===== src/hw/rtl/crt_pkg.sv =====
// Shared constants, codes and packing widths for the command reply tracker.
package crt_pkg;

  localparam int BufDepth = 128;
  localparam int AddrW    = $clog2(BufDepth);

  // Stream payload widths; the data words are padded to whole bytes.
  localparam int InDataW  = 40;
  localparam int InUserW  = 3;
  localparam int OutDataW = 48;

  localparam int CfgAddrW = 4;

  typedef enum logic [2:0] {
    OP_ISSUE      = 3'd0,
    OP_RX_BYTE    = 3'd1,
    OP_TICK       = 3'd2,
    OP_READ_BUF   = 3'd3,
    OP_READ_CTR   = 3'd4,
    OP_CLEAR_HLTH = 3'd5
  } opcode_t;

  typedef enum logic [2:0] {
    ST_OK        = 3'd0,
    ST_TIMEOUT   = 3'd1,
    ST_MISSING   = 3'd2,
    ST_NAK       = 3'd3,
    ST_WRITE_ERR = 3'd4
  } status_t;

  typedef enum logic [1:0] {
    HL_UNKNOWN = 2'd0,
    HL_OK      = 2'd1,
    HL_WARNING = 2'd2,
    HL_ERROR   = 2'd3
  } health_t;

  localparam logic [6:0] CTR_COMMAND_TOTAL  = 7'd0;
  localparam logic [6:0] CTR_ERROR_TOTAL    = 7'd1;
  localparam logic [6:0] CTR_SENT_COMMANDS  = 7'd2;
  localparam logic [6:0] CTR_SENT_BYTES     = 7'd3;
  localparam logic [6:0] CTR_WRITE_ERRORS   = 7'd4;
  localparam logic [6:0] CTR_NAK_ERRORS     = 7'd5;
  localparam logic [6:0] CTR_TIMEOUT_ERRORS = 7'd6;
  localparam logic [6:0] CTR_MISSING_ERRORS = 7'd7;
  localparam logic [6:0] CTR_EXTRA_EVENTS   = 7'd8;

  localparam logic [CfgAddrW-1:0] REG_ACK_CODE      = 4'h0;
  localparam logic [CfgAddrW-1:0] REG_NAK_CODE      = 4'h4;
  localparam logic [CfgAddrW-1:0] REG_TIMEOUT_TICKS = 4'h8;

  localparam logic [7:0]  AckCodeReset      = 8'd6;
  localparam logic [7:0]  NakCodeReset      = 8'd21;
  localparam logic [31:0] TimeoutTicksReset = 32'd1000;

endpackage


===== src/hw/rtl/command_reply_tracker_core.sv =====
// Command reply tracker: classifies display replies, buffers data, keeps error counters.
// A result passes through the middle stage and then the output register to the master side.
// Throughput: one transaction per cycle while the master side keeps taking results.
// The reply buffer read and the counter snapshot are registered, then the health grade
// is formed from the snapshot in front of the output register.
// Reset (rst, synchronous, active high) clears all counters, flags and valids and
// restores the register defaults; the reply buffer is not cleared.
module command_reply_tracker_core (
  input  logic                          clk,
  input  logic                          rst,
  // s_tdata: command_length[7:0], write_ok, expect_reply, expected_length[7:0],
  // rx_byte[7:0], index[6:0], zero padding
  input  logic                          s_tvalid,
  output logic                          s_tready,
  input  logic [crt_pkg::InDataW-1:0]   s_tdata,
  // s_tuser: opcode[2:0]
  input  logic [crt_pkg::InUserW-1:0]   s_tuser,
  // m_tdata: done_res, status[2:0], received_count[7:0], health[1:0],
  // read_value[31:0], zero padding
  output logic                          m_tvalid,
  input  logic                          m_tready,
  output logic [crt_pkg::OutDataW-1:0]  m_tdata,
  input  logic                          psel,
  input  logic                          penable,
  input  logic                          pwrite,
  input  logic [crt_pkg::CfgAddrW-1:0]  paddr,
  input  logic [31:0]                   pwdata,
  output logic [31:0]                   prdata,
  output logic                          pready
);
  import crt_pkg::*;

  // Configuration registers
  logic [7:0]  ack_code;
  logic [7:0]  nak_code;
  logic [31:0] timeout_ticks;

  // Tracker state
  logic        waiting, waiting_next;
  logic        ack_seen, ack_seen_next;
  logic        nak_seen, nak_seen_next;
  logic [7:0]  data_count, data_count_next;
  logic [7:0]  wanted_length, wanted_length_next;
  logic [31:0] time_left, time_left_next;
  logic [31:0] command_total, command_total_next;
  logic [31:0] error_total, error_total_next;
  logic [31:0] sent_commands, sent_commands_next;
  logic [31:0] sent_bytes, sent_bytes_next;
  logic [31:0] write_errors, write_errors_next;
  logic [31:0] nak_errors, nak_errors_next;
  logic [31:0] timeout_errors, timeout_errors_next;
  logic [31:0] missing_errors, missing_errors_next;
  logic [31:0] extra_events, extra_events_next;

  logic [7:0]  reply_buffer [BufDepth];
  logic [7:0]  buf_q;

  // Unpacked input fields
  opcode_t     opcode;
  logic [7:0]  command_length;
  logic        write_ok;
  logic        expect_reply;
  logic [7:0]  expected_length;
  logic [7:0]  rx_byte;
  logic [6:0]  index;

  logic        accept;
  logic        buf_wr;
  logic        buf_rd;
  logic        close_req;
  logic        done_next;
  status_t     status_next;
  logic [31:0] ctr_value;

  // Middle stage
  logic        p_valid;
  logic        p_done;
  status_t     p_status;
  logic [7:0]  p_count;
  logic [31:0] p_ctr;
  logic        p_buf;
  logic [31:0] p_err;
  logic [31:0] p_cmd;
  logic        p_ready;
  logic        o_ready;

  logic [38:0] err_x100;
  logic [38:0] err_x20;
  logic [38:0] cmd_ext;
  health_t     health;
  logic [31:0] read_value;

  assign opcode          = opcode_t'(s_tuser);
  assign command_length  = s_tdata[7:0];
  assign write_ok        = s_tdata[8];
  assign expect_reply    = s_tdata[9];
  assign expected_length = s_tdata[17:10];
  assign rx_byte         = s_tdata[25:18];
  assign index           = s_tdata[32:26];

  assign o_ready  = !m_tvalid || m_tready;
  assign p_ready  = !p_valid || o_ready;
  assign s_tready = p_ready;
  assign accept   = s_tvalid && s_tready;

  // Configuration port
  assign pready = 1'b1;

  always_comb begin
    case (paddr)
      REG_ACK_CODE:      prdata = {24'd0, ack_code};
      REG_NAK_CODE:      prdata = {24'd0, nak_code};
      REG_TIMEOUT_TICKS: prdata = timeout_ticks;
      default:           prdata = 32'd0;
    endcase
  end

  always_ff @(posedge clk) begin
    if (rst) begin
      ack_code      <= AckCodeReset;
      nak_code      <= NakCodeReset;
      timeout_ticks <= TimeoutTicksReset;
    end else if (psel && penable && pwrite && pready) begin
      case (paddr)
        REG_ACK_CODE:      ack_code      <= pwdata[7:0];
        REG_NAK_CODE:      nak_code      <= pwdata[7:0];
        REG_TIMEOUT_TICKS: timeout_ticks <= pwdata;
        default: ;
      endcase
    end
  end

  // Next-state logic for one transaction
  always_comb begin
    waiting_next        = waiting;
    ack_seen_next       = ack_seen;
    nak_seen_next       = nak_seen;
    data_count_next     = data_count;
    wanted_length_next  = wanted_length;
    time_left_next      = time_left;
    command_total_next  = command_total;
    error_total_next    = error_total;
    sent_commands_next  = sent_commands;
    sent_bytes_next     = sent_bytes;
    write_errors_next   = write_errors;
    nak_errors_next     = nak_errors;
    timeout_errors_next = timeout_errors;
    missing_errors_next = missing_errors;
    extra_events_next   = extra_events;
    done_next           = 1'b0;
    status_next         = ST_OK;
    close_req           = 1'b0;
    buf_wr              = 1'b0;

    case (opcode)
      OP_ISSUE: begin
        ack_seen_next      = 1'b0;
        nak_seen_next      = 1'b0;
        data_count_next    = 8'd0;
        wanted_length_next = expected_length;
        waiting_next       = 1'b0;
        if (command_length != 8'd0 && !write_ok) begin
          write_errors_next = write_errors + 32'd1;
          error_total_next  = error_total + 32'd1;
          done_next         = 1'b1;
          status_next       = ST_WRITE_ERR;
        end else begin
          command_total_next = command_total + 32'd1;
          sent_commands_next = sent_commands + 32'd1;
          sent_bytes_next    = sent_bytes + {24'd0, command_length};
          if (!expect_reply) begin
            done_next = 1'b1;
          end else begin
            waiting_next   = 1'b1;
            time_left_next = timeout_ticks;
          end
        end
      end
      OP_RX_BYTE: begin
        // A byte matching both codes counts as ACK.
        if (rx_byte == ack_code) begin
          ack_seen_next = 1'b1;
          close_req     = waiting && (wanted_length == 8'd0);
        end else if (rx_byte == nak_code) begin
          nak_seen_next = 1'b1;
          close_req     = waiting;
        end else if (32'(data_count) < 32'(BufDepth)) begin
          buf_wr          = 1'b1;
          data_count_next = data_count + 8'd1;
          close_req       = waiting && (data_count_next == wanted_length);
        end
      end
      OP_TICK: begin
        if (waiting) begin
          if (time_left <= 32'd1) begin
            time_left_next = 32'd0;
            close_req      = 1'b1;
          end else begin
            time_left_next = time_left - 32'd1;
          end
        end
      end
      OP_CLEAR_HLTH: begin
        command_total_next = 32'd0;
        error_total_next   = 32'd0;
      end
      default: ;
    endcase

    if (close_req) begin
      done_next    = 1'b1;
      waiting_next = 1'b0;
      if (ack_seen_next) begin
        if (wanted_length == 8'd0 || data_count_next == wanted_length) begin
          status_next = ST_OK;
        end else if (data_count_next < wanted_length) begin
          error_total_next    = error_total + 32'd1;
          missing_errors_next = missing_errors + 32'd1;
          status_next         = ST_MISSING;
        end else begin
          extra_events_next = extra_events + 32'd1;
          status_next       = ST_OK;
        end
      end else if (nak_seen_next) begin
        error_total_next = error_total + 32'd1;
        nak_errors_next  = nak_errors + 32'd1;
        status_next      = ST_NAK;
      end else begin
        error_total_next    = error_total + 32'd1;
        timeout_errors_next = timeout_errors + 32'd1;
        status_next         = ST_TIMEOUT;
      end
    end
  end

  always_comb begin
    case (index)
      CTR_COMMAND_TOTAL:  ctr_value = command_total;
      CTR_ERROR_TOTAL:    ctr_value = error_total;
      CTR_SENT_COMMANDS:  ctr_value = sent_commands;
      CTR_SENT_BYTES:     ctr_value = sent_bytes;
      CTR_WRITE_ERRORS:   ctr_value = write_errors;
      CTR_NAK_ERRORS:     ctr_value = nak_errors;
      CTR_TIMEOUT_ERRORS: ctr_value = timeout_errors;
      CTR_MISSING_ERRORS: ctr_value = missing_errors;
      CTR_EXTRA_EVENTS:   ctr_value = extra_events;
      default:            ctr_value = 32'd0;
    endcase
  end

  assign buf_rd = accept && (opcode == OP_READ_BUF) && (32'(index) < 32'(BufDepth));

  // Reply buffer
  always_ff @(posedge clk) begin
    if (accept && buf_wr) begin
      reply_buffer[data_count[AddrW-1:0]] <= rx_byte;
    end
    if (buf_rd) begin
      buf_q <= reply_buffer[index[AddrW-1:0]];
    end
  end

  always_ff @(posedge clk) begin
    if (rst) begin
      waiting        <= 1'b0;
      ack_seen       <= 1'b0;
      nak_seen       <= 1'b0;
      data_count     <= 8'd0;
      wanted_length  <= 8'd0;
      time_left      <= 32'd0;
      command_total  <= 32'd0;
      error_total    <= 32'd0;
      sent_commands  <= 32'd0;
      sent_bytes     <= 32'd0;
      write_errors   <= 32'd0;
      nak_errors     <= 32'd0;
      timeout_errors <= 32'd0;
      missing_errors <= 32'd0;
      extra_events   <= 32'd0;
    end else if (accept) begin
      waiting        <= waiting_next;
      ack_seen       <= ack_seen_next;
      nak_seen       <= nak_seen_next;
      data_count     <= data_count_next;
      wanted_length  <= wanted_length_next;
      time_left      <= time_left_next;
      command_total  <= command_total_next;
      error_total    <= error_total_next;
      sent_commands  <= sent_commands_next;
      sent_bytes     <= sent_bytes_next;
      write_errors   <= write_errors_next;
      nak_errors     <= nak_errors_next;
      timeout_errors <= timeout_errors_next;
      missing_errors <= missing_errors_next;
      extra_events   <= extra_events_next;
    end
  end

  // Middle stage holds the result fields and a snapshot of the two health counters.
  always_ff @(posedge clk) begin
    if (rst) begin
      p_valid <= 1'b0;
    end else if (accept) begin
      p_valid <= 1'b1;
    end else if (o_ready) begin
      p_valid <= 1'b0;
    end
  end

  always_ff @(posedge clk) begin
    if (accept) begin
      p_done   <= done_next;
      p_status <= status_next;
      p_count  <= data_count_next;
      p_ctr    <= (opcode == OP_READ_CTR) ? ctr_value : 32'd0;
      p_buf    <= buf_rd;
      p_err    <= error_total_next;
      p_cmd    <= command_total_next;
    end
  end

  // Health grade: error*100 < commands is ok, error*20 < commands is a warning.
  assign err_x100 = ({7'd0, p_err} << 6) + ({7'd0, p_err} << 5) + ({7'd0, p_err} << 2);
  assign err_x20  = ({7'd0, p_err} << 4) + ({7'd0, p_err} << 2);
  assign cmd_ext  = {7'd0, p_cmd};

  always_comb begin
    if (p_cmd == 32'd0) begin
      health = HL_UNKNOWN;
    end else if (err_x100 < cmd_ext) begin
      health = HL_OK;
    end else if (err_x20 < cmd_ext) begin
      health = HL_WARNING;
    end else begin
      health = HL_ERROR;
    end
  end

  assign read_value = p_buf ? {24'd0, buf_q} : p_ctr;

  always_ff @(posedge clk) begin
    if (rst) begin
      m_tvalid <= 1'b0;
    end else if (o_ready) begin
      m_tvalid <= p_valid;
    end
  end

  always_ff @(posedge clk) begin
    if (o_ready && p_valid) begin
      m_tdata <= {2'd0, read_value, health, p_count, p_status, p_done};
    end
  end

`ifndef ASSERT_OFF
  a_count_bounded: assert property (@(posedge clk) disable iff (rst)
    32'(data_count) <= 32'(BufDepth))
    else $error("data count exceeds buffer depth");

  a_status_needs_done: assert property (@(posedge clk) disable iff (rst)
    (m_tvalid && !m_tdata[0]) |-> (m_tdata[3:1] == ST_OK))
    else $error("nonzero status on a result that closed nothing");

  a_mid_holds: assert property (@(posedge clk) disable iff (rst)
    (p_valid && !o_ready) |=> p_valid)
    else $error("middle stage lost a result while the output stalled");

  a_ready_when_empty: assert property (@(posedge clk) disable iff (rst)
    !p_valid |-> s_tready)
    else $error("input refused with an empty middle stage");
`endif

endmodule


===== config.mk =====
export PLATFORM = sky130hd
export DESIGN_NAME = command_reply_tracker_core
export DESIGN_NICKNAME = d
export VERILOG_FILES = /design/src/hw/rtl/crt_pkg.sv /design/src/hw/rtl/command_reply_tracker_core.sv
export SDC_FILE = /design/constraint.sdc
export NUM_CORES = 2
export LEC_CHECK = 0
export BUFFER_PORTS_ARGS = -buffer_cell sky130_fd_sc_hd__clkbuf_2
export CORE_ASPECT_RATIO = 0.6
export CORE_MARGIN = 3
export CORE_UTILIZATION = 35
export CTS_CLUSTER_SIZE = 10
export DETAILED_ROUTE_END_ITERATION = 10
export PLACE_DENSITY = 0.61
export SLEW_MARGIN = 20
export SYNTH_ARGS = -nofsm -noshare
export SYNTH_HDL_FRONTEND = slang
export SYNTH_SLANG_ARGS = --single-unit

===== constraint.sdc =====
create_clock -name clk -period 7.4 [get_ports clk]
set_clock_uncertainty 0.15 [all_clocks]
set_input_delay 1.48 -clock clk [delete_from_list [all_inputs] [get_ports clk]]
set_output_delay 1.48 -clock clk [all_outputs]
set_load 0.005 [all_outputs]

==> impl_summary.txt <==
----------------------------------------------------
[Cells and area]
  Core occupancy in the finished layout ... 40.0%
  Count of nets after finishing ... 5741
  Final Instance Area ... 80700 um2
  Top library cells by usage in the layout, fill and taps aside ... 1187 x edfxtp_1, 508 x nor2_1, 389 x dfxtp_1, 387 x nand2_1, 336 x mux4_2
  Share of cells above drive strength 1 ... 15.5%
  Post-Layout Cell Count ... 8261
  Most common cell after layout, fill and taps aside ... edfxtp_1
  Area Overhead vs Synth ... 12.6%

[Floorplanning]
  Core region area ... 202000 um2
  DIE AREA ... 211000 um2
  Starting utilization of the core area ... 35.6%
  Site row count ... 127
  I/O pin count ... 169
  Die height ... 357 um
  Die Span X ... 590 um

[STA]
  Final Hold Vio Count ... 0
  Time the final worst path needs with I/O delays and setup ... 5.93 ns
  Transition at the pin with the smallest max-transition slack ... 1.19 ns
  Sum of negative setup slack ... 0 ns
  Hold WS ... 0.272 ns
  Max-slew violation total from the final report ... 0
  Final cycle utilization of the critical path ... 80.2%
  RSZ-0062 raised after global routing ... false
  Highest clock frequency the design can meet ... 0.169 GHz
  Relative slew slack ... 20.8%
  Count of endpoints failing setup in the final report ... 0

[CTS]
  Sink Count ... 1576
  Clk buf depth ... 3
  Hold buffers post-CTS ... 0
  Post-CTS Resized ... 0
  Total CTS buffers ... 177
  Reg clk slew, reported paths ... 0.06 ns
  Setup bufs post-CTS ... 0
  CTS Root Buffer Type ... clkbuf_16
  Clock latency of the later-clocked register in the worst-skew pair ... 0.82 ns
  CTS tree ... done
  Total number of H-tree levels ... 4

[Synthesis]
  FF+latch count, synth ... 1576
  Mapped Cells ... 5341
  Post-synth top area share ... 49.7%
  Post-synthesis average cell area ... 13.4 um2
  Cell types with the largest area share after synthesis ... edfxtp_1 50%, dfxtp_1 11%, mux4_2 11%
  Asr flop ratio synth ... 0%
  Synth warnings ... 0
  Mapped cell area ... 71700 um2
  Dominant synthesized flop cell ... edfxtp_1
  Leading area contributor after synthesis ... edfxtp_1
  Number of distinct standard cells referenced by the synthesized netlist ... 86
  Number of enable-type register cells in the synthesized netlist ... 1187
  Post-synthesis sequential area ratio ... 60.6%

[Setup path]
  CP cell instances ... fa_1 -> ha_1 -> fa_1 -> a21oi_1 -> o221ai_1 -> nand3_1 -> a2111oi_0 -> nor2_1 -> xnor2_1 -> ha_1 -> a21oi_1 -> o221ai_1 -> a2111oi_0 -> o21ai_0 -> nor3_1 -> o2111ai_1 -> nor4_1 -> o211ai_1 -> nor2b_1
  Delay of the slowest cell on the worst path ... 0.73 ns
  Arrival time worst endpoint ... 6.34 ns
  Setup crit start ... p_err[4]$_DFFE_PP_
  Largest fanout on the critical path ... 5
  Setup Crit Path Kind ... register to register
  Critical path endpoint category ... register
  Worst reg2reg setup slack ... 1.47 ns
  Nature of the critical path startpoint ... register
  Critical Path Slowest Stage Cell ... a2111oi_0
  Buf+Inv Stages, Crit Path ... 0
  CP Data Required Time ... 7.81 ns
  Cell type group with the largest total delay on the critical path ... compound AO/OA/AOI/OAI gates
  Start of the worst register-to-register path ... p_err[4]$_DFFE_PP_

[Global route]
  Wire length of the first global-routing pass ... 308000 um
  Number of global-route vias before repair ... 44100
  Antenna violations before repair ... 18
  Total global routing track utilization ... 19.7%
  GR Overflow Total ... 0
  Largest net degree at the start of global routing ... 189

[Power]
  Power per unit of standard cell area ... 236 nW/um2
  Static power due to leakage ... 26.7 nW
  Max IR drop VDD ... 0.251 mV

[Worst hold path]
  Startpoint of the most critical hold path ... p_count[2]$_DFFE_PP_
  Worst min-delay path category ... register to register

[Status]
  Result of the run ... complete, no violations

[Routing]
  Wire length per cell ... 25.5 um
  Initial DRT Pass Iterations ... 7
  Routed WL ... 211000 um
  Residual DRC ... 0
  Final ANT Viol Nets ... 0
  Starting DRC count in detailed routing ... 6596
  Total via count after detailed routing ... 47600
  Average via count per standard cell ... 5.76

[Place]
  Placement Cell Area ... 75700 um2
  Number of placed instances with taps included ... 8000
  Final HPWL DP ... 145000 um
  Buffers on Ports ... 158
  Routability congestion estimate ... 0.885

[Job]
  Maximum capacitance violations ... 0

----------------------------------------------------
cell usage after synthesis, drive strengths merged, types with 11 or more instances:
master,count
a31oi,44
and2,32
mux2i,37
nor3b,11
nor2b,47
o211ai,21
dfxtp,389
nor4,46
mux4,336
xnor2,105
nand4,108
a22oi,61
nand2b,14
a222oi,35
a22o,48
o31ai,30
a21o,48
a211oi,25
o21a,12
a311oi,13
a221oi,42
inv,110
and4,31
buf,37
or3,74
fa,31
clkbuf,265
nand3,160
a21oi,234
nor2,514
xor2,141
edfxtp,1187
nor3,84
ha,154
o21ai,177
nand2,392
and3,102
mux2,22
a211o,11
stage by stage:
stage	worst slack [ns]	power, mW
after global routing	1.04	19.7
after CTS	1.51	19.2
after global placement	0.820	11.2
final	1.47	19.0
after floorplan	0.928	10.7
after detailed placement	0.786	11.3
report_power, final:
part	internal [mW]	switching, mW	total [mW]
clock	4.43	3.53	7.96
sequential	9.56	0.0713	9.63
combinational	0.549	0.911	1.46
total	14.5	4.51	19.0
worst reg2reg max path, stage by stage (launching register included):
cell,delay (ns)
edfxtp_1,0.57
fa_1,0.61
ha_1,0.19
fa_1,0.24
a21oi_1,0.11
o221ai_1,0.38
nand3_1,0.20
a2111oi_0,0.73
nor2_1,0.20
xnor2_1,0.23
ha_1,0.27
a21oi_1,0.15
o221ai_1,0.14
a2111oi_0,0.31
o21ai_0,0.17
nor3_1,0.17
o2111ai_1,0.18
nor4_1,0.31
o211ai_1,0.21
nor2b_1,0.18
final cells by class:
class / count / area [um2]
fillers: 18500 / 121000
clock buffers: 240 / 4720
diodes: 3 / 7.51
clock inverters: 18 / 338
multi-input cells: 3353 / 26800
well taps: 2709 / 3390
inverters: 111 / 422
flip-flops and latches: 1576 / 43400
repair buffers: 251 / 1640
logic make-up after synthesis:
kind of cell    count (synthesis)  synth area share (%)
compound gates                871                  8.07
xor+xnor                      246                  3.01
fa+ha+maj                     185                  3.55
buf+inv                       413                  2.21
flops                        1576                  60.6
mux                           395                  11.4
other cells                     2                0.0105
simple gates                 1653                  11.2
sequential cells by signal, summed over array words and instances, names as in the netlist, 8 cells and up:
| signal | count |
|---|---|
| ack_code | 8 |
| buf_q | 8 |
| command_total | 32 |
| data_count | 8 |
| error_total | 32 |
| extra_events | 32 |
| m_tdata | 46 |
| missing_errors | 32 |
| nak_code | 8 |
| nak_errors | 32 |
| p_cmd | 32 |
| p_count | 8 |
| p_ctr | 32 |
| p_err | 32 |
| reply_buffer | 1024 |
| sent_bytes | 32 |
| sent_commands | 32 |
| time_left | 32 |
| timeout_errors | 32 |
| timeout_ticks | 32 |
| wanted_length | 8 |
| write_errors | 32 |
final timing paths:
kind,endpoint,cells after the start
worst max-delay path,m_tdata[13]$_SDFFCE_PP0P_,19
worst min-delay path,m_tdata[6]$_DFFE_PP_,0
worst max register to register,m_tdata[13]$_SDFFCE_PP0P_,19
worst min register to register,m_tdata[6]$_DFFE_PP_,0
routing by layer:
layer  vias to the layer above  global-route usage (%)  share of wire, %
li1                      20900                       -                 -
met1                     23800                    32.3                47
met2                      2601                    24.8                38
met3                       252                    5.70                13
met4                         8                    4.27               1.9
met5                         -                       0             0.026
(Power assumes the default switching activity.)
